==> src/rtl/skep_pkg.sv <==
// Package for the serial key escape parser: event and mode types, the byte
// and key-name tables, and the trigger-sequence watch function.
// No dependencies.
package skep_pkg;

  localparam int unsigned NameLenW = 5;  // holds any name length up to 31
  localparam int unsigned WinLen   = 6;  // longest name that can match anything

  localparam logic [7:0] KeyAlpha   = 8'hc4;
  localparam logic [7:0] CharLBrack = 8'h5b;
  localparam logic [7:0] CharRBrack = 8'h5d;
  localparam logic [7:0] CharMinus  = 8'h2d;
  localparam logic [7:0] CharPlus   = 8'h2b;
  localparam logic [7:0] CaseOffset = 8'h20;
  localparam logic [2:0] TrigLastPos = 3'd6;

  typedef enum logic [1:0] {
    MODE_NORMAL,
    MODE_COLLECT,
    MODE_SKIP
  } mode_e;

  typedef enum logic [2:0] {
    EV_KEY         = 3'd0,
    EV_HOLD_PRESS  = 3'd1,
    EV_HOLD_RELEASE = 3'd2,
    EV_CLEAR_MEM   = 3'd3,
    EV_MODE_TOGGLE = 3'd4,
    EV_ROW_TOGGLE  = 3'd5
  } ev_kind_e;

  typedef enum logic [3:0] {
    NM_NONE,
    NM_ON,
    NM_USER,
    NM_PRGM,
    NM_ALPHA,
    NM_SHIFT,
    NM_SST,
    NM_BST,
    NM_RS,
    NM_XEQ,
    NM_CLX,
    NM_XY,
    NM_RDN,
    NM_CLRMEM,
    NM_LEET
  } name_id_e;

  typedef logic [WinLen-1:0][7:0] name_win_t;

  typedef struct packed {
    ev_kind_e   kind;
    logic [7:0] code;
    logic       last;
  } result_t;

  typedef struct packed {
    logic [1:0]       cnt;
    result_t [1:0]    item;
  } batch_t;

  typedef struct packed {
    ev_kind_e   kind;
    logic [7:0] code;
    logic [2:0] pos;
  } watch_t;

  // ASCII to keycode; lower case folds onto upper case.
  function automatic logic [7:0] byte_map(input logic [6:0] c);
    logic [6:0] k;
    logic [7:0] r;
    k = c;
    if (c inside {[7'h61:7'h7a]}) k = c - 7'h20;
    case (k)
      7'h01: r = 8'hc4;  7'h08: r = 8'hc3;  7'h0a: r = 8'h13;  7'h0d: r = 8'h13;
      7'h12: r = 8'h87;  7'h18: r = 8'h32;
      7'h20: r = 8'h37;  7'h23: r = 8'h71;  7'h24: r = 8'h83;  7'h25: r = 8'h31;
      7'h2a: r = 8'h16;  7'h2b: r = 8'h15;  7'h2c: r = 8'h77;  7'h2d: r = 8'h14;
      7'h2e: r = 8'h77;  7'h2f: r = 8'h17;
      7'h30: r = 8'h37;  7'h31: r = 8'h36;  7'h32: r = 8'h76;  7'h33: r = 8'h86;
      7'h34: r = 8'h35;  7'h35: r = 8'h75;  7'h36: r = 8'h85;  7'h37: r = 8'h34;
      7'h38: r = 8'h74;  7'h39: r = 8'h84;  7'h3a: r = 8'h17;  7'h3c: r = 8'h81;
      7'h3d: r = 8'h76;  7'h3e: r = 8'hc1;  7'h3f: r = 8'h86;
      7'h41: r = 8'h10;  7'h42: r = 8'h30;  7'h43: r = 8'h70;  7'h44: r = 8'h80;
      7'h45: r = 8'hc0;  7'h46: r = 8'h11;  7'h47: r = 8'h31;  7'h48: r = 8'h71;
      7'h49: r = 8'h81;  7'h4a: r = 8'hc1;  7'h4b: r = 8'h32;  7'h4c: r = 8'h72;
      7'h4d: r = 8'h82;  7'h4e: r = 8'h13;  7'h4f: r = 8'h73;
      7'h50: r = 8'h83;  7'h51: r = 8'h14;  7'h52: r = 8'h34;  7'h53: r = 8'h74;
      7'h54: r = 8'h84;  7'h55: r = 8'h15;  7'h56: r = 8'h35;  7'h57: r = 8'h75;
      7'h58: r = 8'h85;  7'h59: r = 8'h16;  7'h5a: r = 8'h36;  7'h5e: r = 8'h13;
      default: r = 8'h00;
    endcase
    return r;
  endfunction

  function automatic logic [7:0] trig_at(input logic [2:0] pos);
    logic [7:0] r;
    case (pos)
      3'd0: r = 8'h32;
      3'd1: r = 8'hc4;
      3'd2: r = 8'h72;
      3'd3: r = 8'hc0;
      3'd4: r = 8'hc0;
      3'd5: r = 8'h84;
      3'd6: r = 8'hc4;
      default: r = 8'h00;
    endcase
    return r;
  endfunction

  // Text t is right-justified: its first character sits in the top used byte.
  function automatic logic str_eq(input name_win_t s, input logic [NameLenW-1:0] len,
                                  input logic [8*WinLen-1:0] t, input logic [2:0] tlen);
    logic ok;
    ok = (len == NameLenW'(tlen));
    for (int i = 0; i < WinLen; i++) begin
      if (i < int'(tlen)) begin
        if (s[i] != t[8*(int'(tlen)-1-i) +: 8]) ok = 1'b0;
      end
    end
    return ok;
  endfunction

  function automatic name_id_e name_lookup(input name_win_t s,
                                           input logic [NameLenW-1:0] len);
    name_id_e id;
    id = NM_NONE;
    if (str_eq(s, len, 48'("ON"), 3'd2))     id = NM_ON;
    if (str_eq(s, len, 48'("USER"), 3'd4))   id = NM_USER;
    if (str_eq(s, len, 48'("PRGM"), 3'd4))   id = NM_PRGM;
    if (str_eq(s, len, 48'("ALPHA"), 3'd5))  id = NM_ALPHA;
    if (str_eq(s, len, 48'("SHIFT"), 3'd5))  id = NM_SHIFT;
    if (str_eq(s, len, 48'("SST"), 3'd3))    id = NM_SST;
    if (str_eq(s, len, 48'("BST"), 3'd3))    id = NM_BST;
    if (str_eq(s, len, 48'("RS"), 3'd2))     id = NM_RS;
    if (str_eq(s, len, 48'("XEQ"), 3'd3))    id = NM_XEQ;
    if (str_eq(s, len, 48'("CLX"), 3'd3))    id = NM_CLX;
    if (str_eq(s, len, 48'("XY"), 3'd2))     id = NM_XY;
    if (str_eq(s, len, 48'("RDN"), 3'd3))    id = NM_RDN;
    if (str_eq(s, len, 48'("CLRMEM"), 3'd6)) id = NM_CLRMEM;
    if (str_eq(s, len, 48'("LEET"), 3'd4))   id = NM_LEET;
    return id;
  endfunction

  function automatic logic [7:0] name_first(input name_id_e id);
    logic [7:0] r;
    case (id)
      NM_ON:    r = 8'h18;
      NM_USER:  r = 8'hc6;
      NM_PRGM:  r = 8'hc5;
      NM_ALPHA: r = 8'hc4;
      NM_SHIFT: r = 8'h12;
      NM_SST:   r = 8'hc2;
      NM_BST:   r = 8'h12;
      NM_RS:    r = 8'h87;
      NM_XEQ:   r = 8'h32;
      NM_CLX:   r = 8'hc3;
      NM_XY:    r = 8'h11;
      NM_RDN:   r = 8'h31;
      default:  r = 8'h00;
    endcase
    return r;
  endfunction

  function automatic logic [7:0] name_second(input name_id_e id);
    return (id == NM_BST) ? 8'hc2 : 8'h00;
  endfunction

  // One keycode through the trigger-sequence detector.
  function automatic watch_t watch(input logic [7:0] code, input logic special,
                                   input logic en, input logic [2:0] pos);
    watch_t w;
    logic [2:0] p;
    w.kind = EV_KEY;
    w.code = code;
    w.pos  = pos;
    if (en) begin
      p = (pos > TrigLastPos) ? 3'd0 : pos;
      if (code == trig_at(p)) begin
        if (p == TrigLastPos) begin
          w.pos  = 3'd0;
          w.kind = EV_MODE_TOGGLE;
          w.code = 8'h00;
        end else begin
          w.pos = p + 3'd1;
        end
      end else begin
        w.pos = (code == trig_at(3'd0)) ? 3'd1 : 3'd0;
        if (special && code == KeyAlpha) begin
          w.kind = EV_ROW_TOGGLE;
          w.code = 8'h00;
        end
      end
    end
    return w;
  endfunction

endpackage

==> src/rtl/skep_core.sv <==
// Parser state (bracket mode, name buffer, detector progress) and the
// single-pass decode of one byte into up to two results. Uses skep_pkg.
module skep_core #(
  parameter int unsigned NAME_BUFFER = 8
) (
  input  logic            clk_i,
  input  logic            rst_ni,
  input  logic            fire_i,
  input  logic [7:0]      rx_byte_i,
  input  logic            special_i,
  input  logic            trig_en_i,
  output skep_pkg::batch_t batch_o
);

  localparam int unsigned LenW = $clog2(NAME_BUFFER);
  localparam logic [LenW-1:0] LenMax = LenW'(NAME_BUFFER - 1);

  skep_pkg::mode_e mode_q, mode_d;
  logic [LenW-1:0] len_q, len_d;
  logic [2:0]      pos_q, pos_d;
  logic [7:0]      name_q [NAME_BUFFER];

  logic                      wr_en;
  logic [7:0]                wr_char;
  skep_pkg::name_win_t       main_w, hold_w;
  logic [skep_pkg::NameLenW-1:0] len_ext, hold_len;
  skep_pkg::name_id_e        main_id, hold_id;
  logic [7:0]                hold_code, norm_code;
  skep_pkg::watch_t          w0, w1, wn;
  logic                      is_lb, is_rb;

  assign is_lb = (rx_byte_i == skep_pkg::CharLBrack);
  assign is_rb = (rx_byte_i == skep_pkg::CharRBrack);

  // next bracket mode
  always_comb begin
    mode_d = mode_q;
    if (fire_i) begin
      case (mode_q)
        skep_pkg::MODE_NORMAL: begin
          if (is_lb) mode_d = skep_pkg::MODE_COLLECT;
        end
        skep_pkg::MODE_COLLECT: begin
          if (is_lb) mode_d = skep_pkg::MODE_COLLECT;
          else if (is_rb) mode_d = skep_pkg::MODE_NORMAL;
          else if (len_q >= LenMax) mode_d = skep_pkg::MODE_SKIP;
        end
        skep_pkg::MODE_SKIP: begin
          if (is_lb) mode_d = skep_pkg::MODE_COLLECT;
          else if (is_rb) mode_d = skep_pkg::MODE_NORMAL;
        end
        default: mode_d = skep_pkg::MODE_NORMAL;
      endcase
    end
  end

  // name windows and lookups
  always_comb begin
    for (int i = 0; i < skep_pkg::WinLen; i++) begin
      main_w[i] = name_q[i];
      hold_w[i] = name_q[i+1];
    end
    len_ext  = skep_pkg::NameLenW'(len_q);
    hold_len = len_ext - skep_pkg::NameLenW'(1);
    main_id  = skep_pkg::name_lookup(main_w, len_ext);
    hold_id  = skep_pkg::name_lookup(hold_w, hold_len);
    case (hold_id)
      skep_pkg::NM_NONE, skep_pkg::NM_CLRMEM, skep_pkg::NM_LEET: begin
        if (hold_len == skep_pkg::NameLenW'(1) && !hold_w[0][7])
          hold_code = skep_pkg::byte_map(hold_w[0][6:0]);
        else
          hold_code = 8'h00;
      end
      skep_pkg::NM_ON: hold_code = 8'h00;
      default: begin
        hold_code = (skep_pkg::name_second(hold_id) != 8'h00) ? 8'h00
                                                               : skep_pkg::name_first(hold_id);
      end
    endcase
    norm_code = rx_byte_i[7] ? 8'h00 : skep_pkg::byte_map(rx_byte_i[6:0]);
    w0 = skep_pkg::watch(skep_pkg::name_first(main_id), special_i, trig_en_i, pos_q);
    w1 = skep_pkg::watch(skep_pkg::name_second(main_id), special_i, trig_en_i, w0.pos);
    wn = skep_pkg::watch(norm_code, special_i, trig_en_i, pos_q);
  end

  // outputs, name buffer and detector updates
  always_comb begin
    len_d   = len_q;
    pos_d   = pos_q;
    wr_en   = 1'b0;
    wr_char = rx_byte_i;
    if (rx_byte_i inside {[8'h61:8'h7a]}) wr_char = rx_byte_i - skep_pkg::CaseOffset;
    batch_o = '0;
    batch_o.item[0].kind = skep_pkg::EV_KEY;
    batch_o.item[1].kind = skep_pkg::EV_KEY;
    if (fire_i) begin
      if (mode_q == skep_pkg::MODE_NORMAL) begin
        if (is_lb) begin
          len_d = '0;
        end else if (norm_code != 8'h00) begin
          pos_d = wn.pos;
          batch_o.cnt = 2'd1;
          batch_o.item[0] = '{kind: wn.kind, code: wn.code, last: 1'b1};
        end
      end else if (is_lb || is_rb) begin
        len_d = '0;
        if (is_rb && mode_q == skep_pkg::MODE_COLLECT && len_q != '0) begin
          if (name_q[0] == skep_pkg::CharMinus) begin
            batch_o.cnt = 2'd1;
            batch_o.item[0] = '{kind: skep_pkg::EV_HOLD_RELEASE, code: 8'h00, last: 1'b1};
          end else if (name_q[0] == skep_pkg::CharPlus) begin
            if (hold_code != 8'h00) begin
              batch_o.cnt = 2'd1;
              batch_o.item[0] = '{kind: skep_pkg::EV_HOLD_PRESS, code: hold_code,
                                  last: 1'b1};
            end
          end else if (main_id == skep_pkg::NM_CLRMEM) begin
            batch_o.cnt = 2'd1;
            batch_o.item[0] = '{kind: skep_pkg::EV_CLEAR_MEM, code: 8'h00, last: 1'b1};
          end else if (main_id == skep_pkg::NM_LEET) begin
            batch_o.cnt = 2'd1;
            batch_o.item[0] = '{kind: skep_pkg::EV_MODE_TOGGLE, code: 8'h00, last: 1'b1};
          end else if (main_id != skep_pkg::NM_NONE) begin
            if (skep_pkg::name_second(main_id) != 8'h00) begin
              pos_d = w1.pos;
              batch_o.cnt = 2'd2;
              batch_o.item[0] = '{kind: w0.kind, code: w0.code, last: 1'b0};
              batch_o.item[1] = '{kind: w1.kind, code: w1.code, last: 1'b1};
            end else begin
              pos_d = w0.pos;
              batch_o.cnt = 2'd1;
              batch_o.item[0] = '{kind: w0.kind, code: w0.code, last: 1'b1};
            end
          end
        end
      end else if (mode_q == skep_pkg::MODE_COLLECT) begin
        if (len_q >= LenMax) begin
          len_d = '0;
        end else begin
          wr_en = 1'b1;
          len_d = len_q + LenW'(1);
        end
      end
    end
  end

  always_ff @(posedge clk_i or negedge rst_ni) begin
    if (!rst_ni) begin
      mode_q <= skep_pkg::MODE_NORMAL;
      len_q  <= '0;
      pos_q  <= 3'd0;
    end else begin
      mode_q <= mode_d;
      len_q  <= len_d;
      pos_q  <= pos_d;
    end
  end

  always_ff @(posedge clk_i) begin
    if (wr_en) name_q[len_q] <= wr_char;
  end

endmodule

==> src/rtl/skep_out_fifo.sv <==
// Result queue: takes up to two results per cycle, hands out one per cycle
// while ready_i is high. Uses skep_pkg for the result and batch types.
module skep_out_fifo (
  input  logic              clk_i,
  input  logic              rst_ni,
  input  skep_pkg::batch_t  batch_i,
  output logic              room_o,
  output logic              valid_o,
  input  logic              ready_i,
  output skep_pkg::result_t head_o
);

  localparam int unsigned Depth = 4;
  localparam int unsigned PtrW  = $clog2(Depth);
  localparam int unsigned CntW  = PtrW + 1;

  skep_pkg::result_t mem_q [Depth];
  logic [PtrW-1:0]   wptr_q, wptr_d, rptr_q, rptr_d;
  logic [CntW-1:0]   cnt_q, cnt_d;
  logic              pop;

  assign valid_o = (cnt_q != '0);
  assign room_o  = (cnt_q <= CntW'(Depth - 2));
  assign pop     = valid_o && ready_i;
  assign head_o  = mem_q[rptr_q];

  always_comb begin
    wptr_d = wptr_q + PtrW'(batch_i.cnt);
    rptr_d = rptr_q + PtrW'(pop);
    cnt_d  = cnt_q + CntW'(batch_i.cnt) - CntW'(pop);
  end

  always_ff @(posedge clk_i or negedge rst_ni) begin
    if (!rst_ni) begin
      wptr_q <= '0;
      rptr_q <= '0;
      cnt_q  <= '0;
    end else begin
      wptr_q <= wptr_d;
      rptr_q <= rptr_d;
      cnt_q  <= cnt_d;
    end
  end

  always_ff @(posedge clk_i) begin
    if (batch_i.cnt != 2'd0) mem_q[wptr_q] <= batch_i.item[0];
    if (batch_i.cnt == 2'd2) mem_q[wptr_q + PtrW'(1)] <= batch_i.item[1];
  end

endmodule

==> src/rtl/serial_key_escape_parser.sv <==
// Top level of the serial key escape parser: APB register, input register,
// parser core and result queue. Uses skep_pkg, skep_core, skep_out_fifo.
//
//   channel   direction  handshake               payload
//   in        in         in_valid_i/in_ready_o   rx_byte_i, special_mode_active_i
//   out       out        out_valid_o/out_ready_i event_kind_o, key_code_o, last_of_run_o
//   cfg       in         psel/penable/pwrite     paddr, pwdata -> prdata (reg 0 at 0x0)
//
// A byte is registered, decoded once the result queue has room, and its
// results are registered in the queue; one byte per cycle is taken while the
// 4-entry result queue has room for two. With the output always ready no byte
// is held back: the only name that yields two results takes five bytes.
// Reset clears the bracket mode, name length, detector progress and queue.
// A stalled output holds the queue head; input stops once three results wait.
module serial_key_escape_parser #(
  parameter int unsigned NAME_BUFFER = 8
) (
  input  logic        clk_i,
  input  logic        rst_ni,
  input  logic        in_valid_i,
  output logic        in_ready_o,
  input  logic [7:0]  rx_byte_i,
  input  logic        special_mode_active_i,
  output logic        out_valid_o,
  input  logic        out_ready_i,
  output logic [2:0]  event_kind_o,
  output logic [7:0]  key_code_o,
  output logic        last_of_run_o,
  input  logic        psel,
  input  logic        penable,
  input  logic        pwrite,
  input  logic [2:0]  paddr,
  input  logic [31:0] pwdata,
  output logic [31:0] prdata,
  output logic        pready
);

  logic              trig_en_q;
  logic              in_valid_q;
  logic [7:0]        rx_q;
  logic              spec_q;
  logic              fire;
  logic              room;
  skep_pkg::batch_t  batch;
  skep_pkg::result_t head;

  // register 0 decodes on the word address bit
  assign pready = 1'b1;
  assign prdata = paddr[2] ? 32'd0 : {31'd0, trig_en_q};

  always_ff @(posedge clk_i or negedge rst_ni) begin
    if (!rst_ni) begin
      trig_en_q <= 1'b0;
    end else if (psel && penable && pwrite && !paddr[2]) begin
      trig_en_q <= pwdata[0];
    end
  end

  assign fire       = in_valid_q && room;
  assign in_ready_o = !in_valid_q || fire;

  always_ff @(posedge clk_i or negedge rst_ni) begin
    if (!rst_ni) begin
      in_valid_q <= 1'b0;
    end else if (in_ready_o) begin
      in_valid_q <= in_valid_i;
    end
  end

  always_ff @(posedge clk_i) begin
    if (in_valid_i && in_ready_o) begin
      rx_q   <= rx_byte_i;
      spec_q <= special_mode_active_i;
    end
  end

  skep_core #(
    .NAME_BUFFER(NAME_BUFFER)
  ) u_core (
    .clk_i     (clk_i),
    .rst_ni    (rst_ni),
    .fire_i    (fire),
    .rx_byte_i (rx_q),
    .special_i (spec_q),
    .trig_en_i (trig_en_q),
    .batch_o   (batch)
  );

  skep_out_fifo u_fifo (
    .clk_i   (clk_i),
    .rst_ni  (rst_ni),
    .batch_i (batch),
    .room_o  (room),
    .valid_o (out_valid_o),
    .ready_i (out_ready_i),
    .head_o  (head)
  );

  assign event_kind_o  = head.kind;
  assign key_code_o    = head.code;
  assign last_of_run_o = head.last;

endmodule

==> config.mk <==
export PLATFORM = sky130hd
export DESIGN_NAME = serial_key_escape_parser
export DESIGN_NICKNAME = d
export VERILOG_FILES = /design/src/rtl/skep_pkg.sv /design/src/rtl/skep_core.sv /design/src/rtl/skep_out_fifo.sv /design/src/rtl/serial_key_escape_parser.sv
export SDC_FILE = /design/constraint.sdc
export NUM_CORES = 1
export LEC_CHECK = 0
export BUFFER_PORTS_ARGS = -buffer_cell sky130_fd_sc_hd__buf_2
export CAP_MARGIN = 20
export CORE_UTILIZATION = 30
export DETAILED_ROUTE_END_ITERATION = 16
export SLEW_MARGIN = 20
export SYNTH_ARGS = -nofsm -noshare
export SYNTH_HDL_FRONTEND = slang
export SYNTH_HIERARCHICAL = 1
export SYNTH_SLANG_ARGS = --single-unit
==> constraint.sdc <==
create_clock -name clk_i -period 14.3 [get_ports clk_i]
set_input_delay 0.715 -clock clk_i [delete_from_list [all_inputs] [get_ports clk_i]]
set_output_delay 0.715 -clock clk_i [all_outputs]
set_load 0.005 [all_outputs]
## Yosys cells after proc, flatten, opt, wreduce, memory -nomap -nowiden

Memory sizes are Yosys's and may differ from the RTL's.
Cells that the tools add are included.

- Input bits: 51
- Flip-flop bits (word level): 26
- Memories kept: 6
- ROM bits: 2048
- Output and inout port bits: 47
- Word-level logic and storage cells: 424
- Bits in writable memories: 112

Memory list:

| name | words | bits a word | rd ports | clocked after Yosys merged registers in | wr ports | line | source |
|---|---|---|---|---|---|---|---|
| (no name shown) | 128 | 7 | 1 | 0 | 0 | skep_pkg.sv:75 | `case (k)` |
| (no name shown) | 128 | 7 | 1 | 0 | 0 | skep_pkg.sv:75 |  |
| (no name shown) | 16 | 8 | 1 | 0 | 0 | skep_pkg.sv:148 | `case (id)` |
| (no name shown) | 16 | 8 | 1 | 0 | 0 | skep_pkg.sv:148 |  |
| u_core.name_q | 8 | 8 | 7 | 0 | 1 | skep_core.sv:21 | `logic [7:0] name_q [NAME_BUFFER];` |
| u_fifo.mem_q | 4 | 12 | 1 | 0 | 2 | skep_out_fifo.sv:17 | `skep_pkg::result_t mem_q [Depth];` |

- Add/subtract/negate cells: 12
- Reductions and logical operators: 44
- Mux-type cells: 223
- Equality and inequality tests: 119
- Order comparisons: 10

Operators with widths:

| cell | number |
|---|---|
| != test 8 x 7 -> 1 bit, second input constant | 63 |
| 2-to-1 mux 12 bit | 13 |
| 2-to-1 mux 1 bit | 118 |
| 2-to-1 mux 26 bit | 4 |
| 2-to-1 mux 14 bit | 6 |
| 2-to-1 mux 3 bit | 28 |
| case mux 8 bit (5 select lines) | 2 |
| 2-to-1 mux 11 bit | 6 |
| 2-to-1 mux 8 bit | 8 |
| 2-to-1 mux 4 bit | 14 |
| == test 8 x 6 -> 1 bit, second input constant | 5 |
| 2-to-1 mux 2 bit | 17 |
| nonzero test 8 bit | 4 |
| 2-to-1 mux 7 bit | 4 |
| == test 3 bit, second input constant | 9 |
| == test 8 bit | 3 |
| == test 8 bit, second input constant | 3 |
| == test 3 x 2 -> 1 bit, second input constant | 6 |
| == test 4 bit, second input constant | 4 |
| == test 8 x 7 -> 1 bit, second input constant | 2 |
| case mux 8 bit (2 select lines) | 1 |
| == test 5 x 3 -> 1 bit, second input constant | 3 |
| logical AND 1 bit | 15 |
| greater-or-equal comparator 7 bit, second input constant | 2 |
| 41 further kinds | 68 |

## Depth between registers and ports, before layout

Gate-level depths: netlist of run 1.
An unclocked memory read counts as a cell.

- Word-level depth: 47
- Gate-level depth with buffers: 21
- Depth with buffers taken out: 17

## Cells and area by module

Netlist of run 1, hierarchy kept.

Modules (own cells, without submodules):

| module | area each (um^2) | sequential area each (um^2) | cells an instance | times used |
|---|---|---|---|---|
| skep_core | 7791.2 | 1881.8 | 1000 | 1 |
| skep_out_fifo | 2955.3 | 1616.6 | 157 | 1 |
| serial_key_escape_parser | 621.8 | 320.3 | 52 | 1 |

## Least setup slack after synthesis of run 1

No wires, ideal clock.

- Path type: flip-flop to flip-flop
- From: register rx_q[1]
- To: memory u_fifo/mem_q[0][0] (netlist name) (enable)
- Buffers on the path: 3
- Clock period less this slack: 5.151 ns
- Data required time: 13.900 ns
- Library setup time: 0.400 ns
- Cell stages (with the launch flop): 19
- Setup slack: 9.149 ns
- Data arrival time: 4.751 ns
- Cell sequence: edfxtp_1 > buf_6 > inv_1 > ha_1 > buf_2 > nand2b_1 > o41ai_1 > o211ai_2 > or4_4 > o22ai_1 > a2111oi_0 > inv_1 > nor2_1 > nor3_1 > o21ai_0 > a211oi_1 > buf_4 > nor2_1 > o31ai_1

RTL lines:

| what | line | source |
|---|---|---|
| start: declaration | serial_key_escape_parser.sv:40 | `logic [7:0] rx_q;` |
| start signal: assignment | serial_key_escape_parser.sv:72 | `rx_q <= rx_byte_i;` |
| end: declaration | skep_out_fifo.sv:17 |  |

==> results of run 1 <==
==> area by class of cell <==
class	instances	area (um^2)
repair buffers	46	272
clock buffers	20	437
fillers	3846	24600
inverters	29	109
well taps	504	631
clock inverters	11	139
multi-input cells	974	6930
flip-flops and latches	130	3820
==> worst paths after layout <==
kind / from / end / slack (ps) / depth (start not counted)
setup reg to reg: rx_q[1] / u_fifo/mem_q[0][8] / 7920 / 16
max in group asynchronous: rst_ni / u_core/len_q[0] / 13790 / 1
hold reg to reg: in_valid_q / in_valid_q / 520 / 2
min in group clk_i: special_mode_active_i / spec_q / 470 / 1
setup / recovery: rx_q[1] / u_fifo/mem_q[0][8] / 7920 / 16
hold / removal: rst_ni / u_fifo/cnt_q[2] / 220 / 1
==> cells by family after synthesis <==
group           Yosys count
simple gates            569
xor+xnor                 10
flops                   130
mux                      95
compound gates          231
buf+inv                 142
other cells               3
fa+ha+maj                29
==> stage by stage <==
step | cell area, um^2 | setup WS (ps) | power [uW] | utilization [%] | hold WS (ps)
global route | 12300 | 7510 | 1530 | 33.4 | 247
global placement | 11700 | 7760 | 1020 | 31.7 | 504
finish | 12300 | 7920 | 1450 | 33.4 | 215
detailed placement | 11700 | 7840 | 1030 | 31.7 | 508
floorplan | 11500 | 9150 | 900 | - | 419
CTS | 12300 | 7810 | 1460 | 33.3 | 220
==> power groups by stage <==
stage	Combinational (uW)	Sequential (uW)	Clock (uW)
detailed placement	479	550	0
global route	533	551	448
CTS	481	542	433
floorplan	390	510	0
finish	485	541	425
global placement	474	548	0
==> registers in the layout, indices dropped and copies added, names as in the netlist <==
name	count
in_valid_q	1
rx_q	8
spec_q	1
trig_en_q	1
u_core/len_q	3
u_core/mode_q	2
u_core/name_q	56
u_core/pos_q	3
u_fifo/cnt_q	3
u_fifo/mem_q	48
u_fifo/rptr_q	2
u_fifo/wptr_q	2
==> layout by cell type (no fill, tap or decap), drive strengths merged, types with 7 or more instances in the layout <==
cell type	n
nor4	43
buf	45
o21ai	50
edfxtp	113
a21oi	49
nand3	48
o22ai	8
o211ai	9
conb	40
or3b	7
nor2b	22
ha	28
a211oi	10
nand4b	15
nand3b	14
a31oi	17
nand4	31
nor4b	15
nor3b	10
and3	13
inv	29
xnor2	9
nand2b	34
dfrtp	17
or4	16
or3	8
mux2	59
or4b	11
clkbuf	21
o31ai	10
nand2	99
mux4	15
mux2i	21
nor3	41
nor2	93
or2	16
==> metal layers <==
metal | vias up | global-route usage (%)
met5 | - | 0
met4 | 0 | 6.78
met3 | 43 | 2.77
met2 | 326 | 27.1
met1 | 4670 | 23.5
li1 | 4570 | -
==> metrics.txt, run 1 <==
status finished clean; Worst setup EP type flip-flop; Final Hold Fails 0; Top delay family on crit path compound AO/OA/AOI/OAI gates; die height ~200 um; Worst Clk Skew 13.7 ps; count of final setup violators 0; Final TNS setup 0 ps; Synth Instances 1209; vias per cell 5.61; Top FF cell, synth edfxtp_1; overall global routing resource usage between 10% and 20%; complex-gate fraction of the synthesized area 14.0%; RSZ-0062 raised after global routing false; Seq cells post-synth between 100 and 150; synth top area cells edfxtp_1 30%, mux2_4 5.0%, dfrtp_1 3.7%, nand2_1 3.3%, buf_4 3.1%; CP Cell Sequence inv_1, ha_1, nand2b_1, o41ai_1, o211a_1, mux2i_1, a211oi_1, a2111oi_0, inv_1, nor2_1, nor3_1, o21ai_0, a211oi_2, nand4b_2, o31ai_2, buf_4; sequential area share after synthesis 33.6%; Synth Warn # 6; CTS Buffer Depth 2; maximum VDD drop 0.0000723 V; cell area after synthesis around 11000 um^2; Buf+Inv Stages, Crit Path 3; critical path's largest stage delay ~910 ps; Worst Path Max Fanout 20; DP Wirelength ~25 mm; core box area 37000 um^2; multiplexer area fraction after synthesis a little under an eighth; Non-Filler Instances ~1700; fin crit period 6380 ps; Startpoint Class flip-flop; Post-Synth XOR/XNOR Area less than 1%; IO Port Bufs 32; total gr overflow 0; met3 wire len between 1.5 and 2 mm; Post-synth EDFFs 113; Worst-Margin Slew 1040 ps; nets 1278; Final Max Slew Viols 0; clock power share around 29%; cts bufs inserted 17; via count 9609; Synth Area in Simple Gates ~29%; Layout area overhead 8.47%; internal power ~950 uW; Fmax achieved approximately 0.16 GHz; WL final 33.3 mm; Resized Gates After CTS 0; leakage 0.00428 uW; hold buffer count at CTS 0; crit path max-delay cell type a2111oi_0; clk slew on worst S/H paths 60 ps; sw frac between 30% and 40%; num rows 70; MaxCap Viol Count 0; Max transition margin a little under 30%; cell count after placement around 1700; PwrDens 118 nW/um^2; Top Layer Used met4; clk_lat worst skew between 400 and 500 ps; CTS tree done; die area about 39000 um^2; layout cells sized above 1 between 10% and 20%; largest family of logic cells by synthesized area simple AND/OR/NAND/NOR gates; Detail Route Antenna Nets 0; M1 wire length around 15 mm; DR iter-0 viols 870; post-synth top area share between 20% and 30%; Mean Syn Cell Area 9.40 um^2; Adder-Cell Fraction of Synth Area 3.26%; setup bufs post-CTS 0; critical path's most frequent cell inv_1; root buf cell clkbuf_16; top-count cell post-synth edfxtp_1; met2 wire length ~16 mm; clock sinks 130; first-pass GRT wire length ~52 mm; initial antenna violation count 0; largest net degree at the start of global routing 56; Flop pwr share 37.3%; area leader, netlist edfxtp_1; combinational share of power about a third; HP Class input pin to async pin; drc violations 0; Final Cycle Share 44.6%; crit path kind flip-flop to flip-flop; H-tree levels 4; Post-synth top cells 113 x edfxtp_1, 99 x nand2_1, 93 x nor2_1; library cells used by synthesis 105; I/O pins 98; TritonRoute pass-1 iters 5; die width just under 200 um; vias in the first global route approximately 9000; final antenna diode count 0; Required @ worst endpoint 14410 ps; Final Wtd Congestion 0.943; initial cell density of the core between 30% and 40%; Routed WL per cell between 15 and 20 um; CP arrival 6490 ps; Net Sw Power 496 uW; ys async rst share 13.1%
No activity file was read; power rests on OpenSTA's default activity.
==> run 2: changes to the inputs <==
Settings changed: ABC_AREA set to 1.
Clock period 14.3 ns to 6.3 ns, I/O delays scaled along.
==> run 2 against run 1 <==
  * Die area increased by 4.1%
  * Non-clock buffer count increased by 1
  * Global-route usage up 0.90 points
  * Sequential share of layout area down 1.5 points
  * Clock power is 140% higher
  * Cell count is 33% higher
  * Routed wire length grew 9.9%
  * Flip-flop and latch count stayed put
==> metrics.txt, run 2 <==
Net Sw Power 1550 uW (was 496 uW); Final Wtd Congestion 0.940 (was 0.943); WHS Path Cells 1; final antenna diode count 0 (unchanged); H-tree levels 4 (unchanged); met1 track demand over resource 24.2% (was 23.5%); Final Hold Fails 0 (unchanged); fin crit period 5270 ps (was 6380 ps); complex-gate fraction of the synthesized area 13.2% (was 14.0%); Adder-Cell Fraction of Synth Area 3.13% (was 3.26%); multiplexer area fraction after synthesis 0% (was 11.9%); overall global routing resource usage 18.1% (was 17.2%); ys async rst share 13.1% (unchanged); Layout area overhead 9.59% (was 8.47%); RSZ-0062 raised after global routing false (unchanged); first-pass GRT wire length 58.2 mm (was 51.8 mm); Worst Clk Skew 11.1 ps (was 13.7 ps); MaxCap Viol Count 0 (unchanged); Required @ worst endpoint 6410 ps (was 14410 ps); CTS tree done (unchanged); HP Class input pin to flip-flop (was input pin to async pin); root buf cell clkbuf_16 (unchanged); CTS Buffer Depth 2 (unchanged); Synth Area in Simple Gates 37.7% (was 29.5%); internal power 2190 uW (was 955 uW); drc violations 0 (unchanged); clock power share 27.9% (was 29.3%); via count 11782 (was 9609); Worst Path Max Fanout 25 (was 20); library cells used by synthesis 61 (was 105); num rows 72 (was 70); Top FF cell, synth edfxtp_1 (unchanged); R2R setup slack 1030 ps (was 7920 ps); initial antenna violation count 0 (unchanged); Worst-Margin Slew 1150 ps (was 1040 ps); count of final setup violators 0 (unchanged); vias in the first global route 10948 (was 8978); IO Port Bufs 32 (unchanged); cts bufs inserted 17 (unchanged); crit path kind flip-flop to flip-flop (unchanged); DP Wirelength 28.7 mm (was 25.1 mm); TritonRoute pass-1 iters 8 (was 5); Post-Synth XOR/XNOR Area 1.17% (was 0.770%); gr busiest metal met2 (unchanged); cell area after synthesis 11800 um^2 (was 11400 um^2); vias per cell 5.15 (was 5.61); top flop regs u_core/name_q: 56 flops, u_fifo/mem_q: 48 flops, rx_q: 8 flops (unchanged); Pwr Total 3740 uW (was 1450 uW); Final Cycle Share 83.7% (was 44.6%); most frequent cells in the layout 387 x nand2_1, 247 x nor2_1, 203 x inv_1, 123 x nand3_1, 113 x edfxtp_1 (was 113 x edfxtp_1, 99 x nand2_1, 92 x nor2_1, 49 x a21oi_1, 49 x o21ai_0); area of the multi-input gates 6710 um^2 (was 6930 um^2); total gr overflow 0 (unchanged); largest net degree at the start of global routing 29 (was 56); max reg flops 56 (unchanged); Biggest register u_core/name_q (unchanged); Startpoint Class flip-flop (unchanged); nets 1837 (was 1278); Resized Gates After CTS 0 (unchanged); most common cell after layout, fill and taps aside nand2_1 (was edfxtp_1); Final Max Slew Viols 0 (unchanged); Seq cells post-synth 130 (unchanged); Synth Instances 1736 (was 1209); I/O pins 98 (unchanged); PwrDens 288 nW/um^2 (was 118 nW/um^2); die width 201 um (was 197 um); DR iter-0 viols 1355 (was 870); worst reg2reg path endpoint u_fifo/mem_q[3][2] (was u_fifo/mem_q[0][8]); WL final 36.6 mm (was 33.3 mm); Fmax achieved 0.190 GHz (was 0.157 GHz); leakage 0.00540 uW (was 0.00428 uW); Worst setup EP type flip-flop (unchanged); core box area 38700 um^2 (was 37000 um^2); Post-synth EDFFs 113 (unchanged); R2R depth 22 (was 16); clk slew on worst S/H paths 60 ps (about the same); area leader, netlist edfxtp_1 (unchanged); Hold Path Sink spec_q; maximum VDD drop 0.000204 V (was 0.0000723 V); sequential area share after synthesis 32.3% (was 33.6%); Max transition margin 23.2% (was 29.7%); die area 40200 um^2 (was 38700 um^2); Hold Startpoint special_mode_active_i; combinational share of power 40.2% (was 33.4%); Post-synth top cells 387 x nand2_1, 247 x nor2_1, 203 x inv_1 (was 113 x edfxtp_1, 99 x nand2_1, 93 x nor2_1); top-count cell post-synth nand2_1 (was edfxtp_1); sw frac 41.4% (was 34.2%); CP arrival 5380 ps (was 6490 ps); clock sinks 130 (unchanged); Mean Syn Cell Area 6.82 um^2 (was 9.40 um^2); layout cells sized above 1 11.8% (was 17.9%); Synth Warn # 6 (unchanged); largest family of logic cells by synthesized area simple AND/OR/NAND/NOR gates (unchanged); GR Util met3 2.31% (was 2.77%); die height 201 um (was 197 um); status finished clean (unchanged); Detail Route Antenna Nets 0 (unchanged); Routed WL per cell 16.0 um (was 19.4 um); Final TNS setup 0 ps (unchanged); synth top area cells edfxtp_1 29%, nand2_1 12%, nor2_1 7.8%, inv_1 6.4%, nand3_1 5.2% (was edfxtp_1 30%, mux2_4 5.0%, dfrtp_1 3.7%, nand2_1 3.3%, buf_4 3.1%); fillers 4173 (was 3846); clk_lat worst skew 420 ps (was 430 ps); Flop pwr share 31.8% (was 37.3%); post-synth top area share 28.7% (was 29.8%); initial cell density of the core 30.6% (was 30.8%); register area 3820 um^2 (unchanged); GR Util met2 30.0% (was 27.1%); reg2reg start u_core/name_q[1][4] (was rx_q[1])
[run 2: cell count changes in the layout (fill, tap and decap cells not counted), sizes merged, moves of 22 or more]
| cell | before | now |
|---|---|---|
| inv | 29 | 234 |
| nand2b | 34 | 0 |
| mux2 | 59 | 0 |
| nor2 | 93 | 276 |
| o21ai | 50 | 159 |
| nand4 | 31 | 67 |
| nor3 | 41 | 77 |
| nor4 | 43 | 15 |
| nand2 | 99 | 410 |
| nor2b | 22 | 0 |
| nand3 | 48 | 129 |
[run 2: worst max path at each step]
stage          depth (start not counted)                 from            endpoint  slack, ps
2_1_floorplan                         25              rx_q[1]  u_fifo/mem_q[0][0]       1680
4_1_cts                               24              rx_q[1]  u_fifo/mem_q[3][2]       1130
5_1_grt                               24              rx_q[1]  u_fifo/mem_q[3][2]        650
3_3_place_gp                          22  u_core/name_q[1][4]  u_fifo/mem_q[3][5]       1220
6_report                              22  u_core/name_q[1][4]  u_fifo/mem_q[3][2]       1030
3_5_place_dp                          24              rx_q[1]  u_fifo/mem_q[3][6]       1140
[run 2: metrics by stage]
stage | setup slack (ps) | utilization [%] | std cells | hold slack (ps) | instance area (um^2)
after floorplan | 1680 | - | 1773 | 19.4 | 12000
after global placement | 1220 | 31.8 | 2255 | 297 | 12300
after detailed placement | 1140 | 31.8 | 2255 | 307 | 12300
after CTS | 1130 | 33.5 | 2288 | 51.3 | 13000
after global routing | 654 | 33.5 | 2288 | 51.3 | 13000
final | 1030 | 33.5 | 2288 | 69.7 | 13000
[run 2: cell families after synthesis]
family                   count (synthesis)
AND/OR/NAND/NOR                        984
buffers and inverters                  316
AO/OA/AOI/OAI                          262
flip-flops                             130
adder cells (fa/ha/maj)                 29
XOR/XNOR                                12
other                                    3
[run 2: power by group through the flow]
stage / combinational [uW] / clock [uW] / sequential (uW)
floorplan: 1110 / 0 / 1150
detailed placement: 1480 / 0 / 1200
finish: 1500 / 1040 / 1190
global placement: 1470 / 0 / 1200
global route: 1690 / 1090 / 1210
CTS: 1490 / 1060 / 1190
[run 2: cell type report]
type                       instances  area share (%)
clock buffer                      18            3.31
clock inverter                    14            1.55
inverter                         234            6.81
multi-input combinational       1327            51.8
sequential                       130            29.4
tap                              518            5.00
timing repair buffer              47            2.12
[run 2: worst max-delay path, cell delays in order, from the launching register on]
cell      delay, ps
edfxtp_1        820
nand2_2         150
nor2_1          410
nand2_1         280
nor4_1          250
nand4_1         240
nand4_1         130
nor2_1           50
nand2_1         140
nor2_1          110
nand2_1         120
nand2_1          90
o21ai_1         120
o21ai_1         160
nor2_1          130
nand2_1          90
o21ai_0         310
a31oi_1         130
buf_4           210
nor2_8          160
nand2_2         380
o21ai_1         210
buf_4           250
[run 2: routing by layer]
metal / vias to the layer above / part of all wire [%]
met5: - / 0
met4: 0 / 2.6
met3: 68 / 6.2
met2: 500 / 46
met1: 5434 / 45
li1: 5780 / -
[run 2: repair_timing]
| item | CTS | global route |
|---|---|---|
| hold buffers | 1 | 0 |
| setup buffers | 0 | 0 |
| endpoints found under the setup margin | 0 | 0 |
| endpoints found under the hold margin | 17 | 0 |
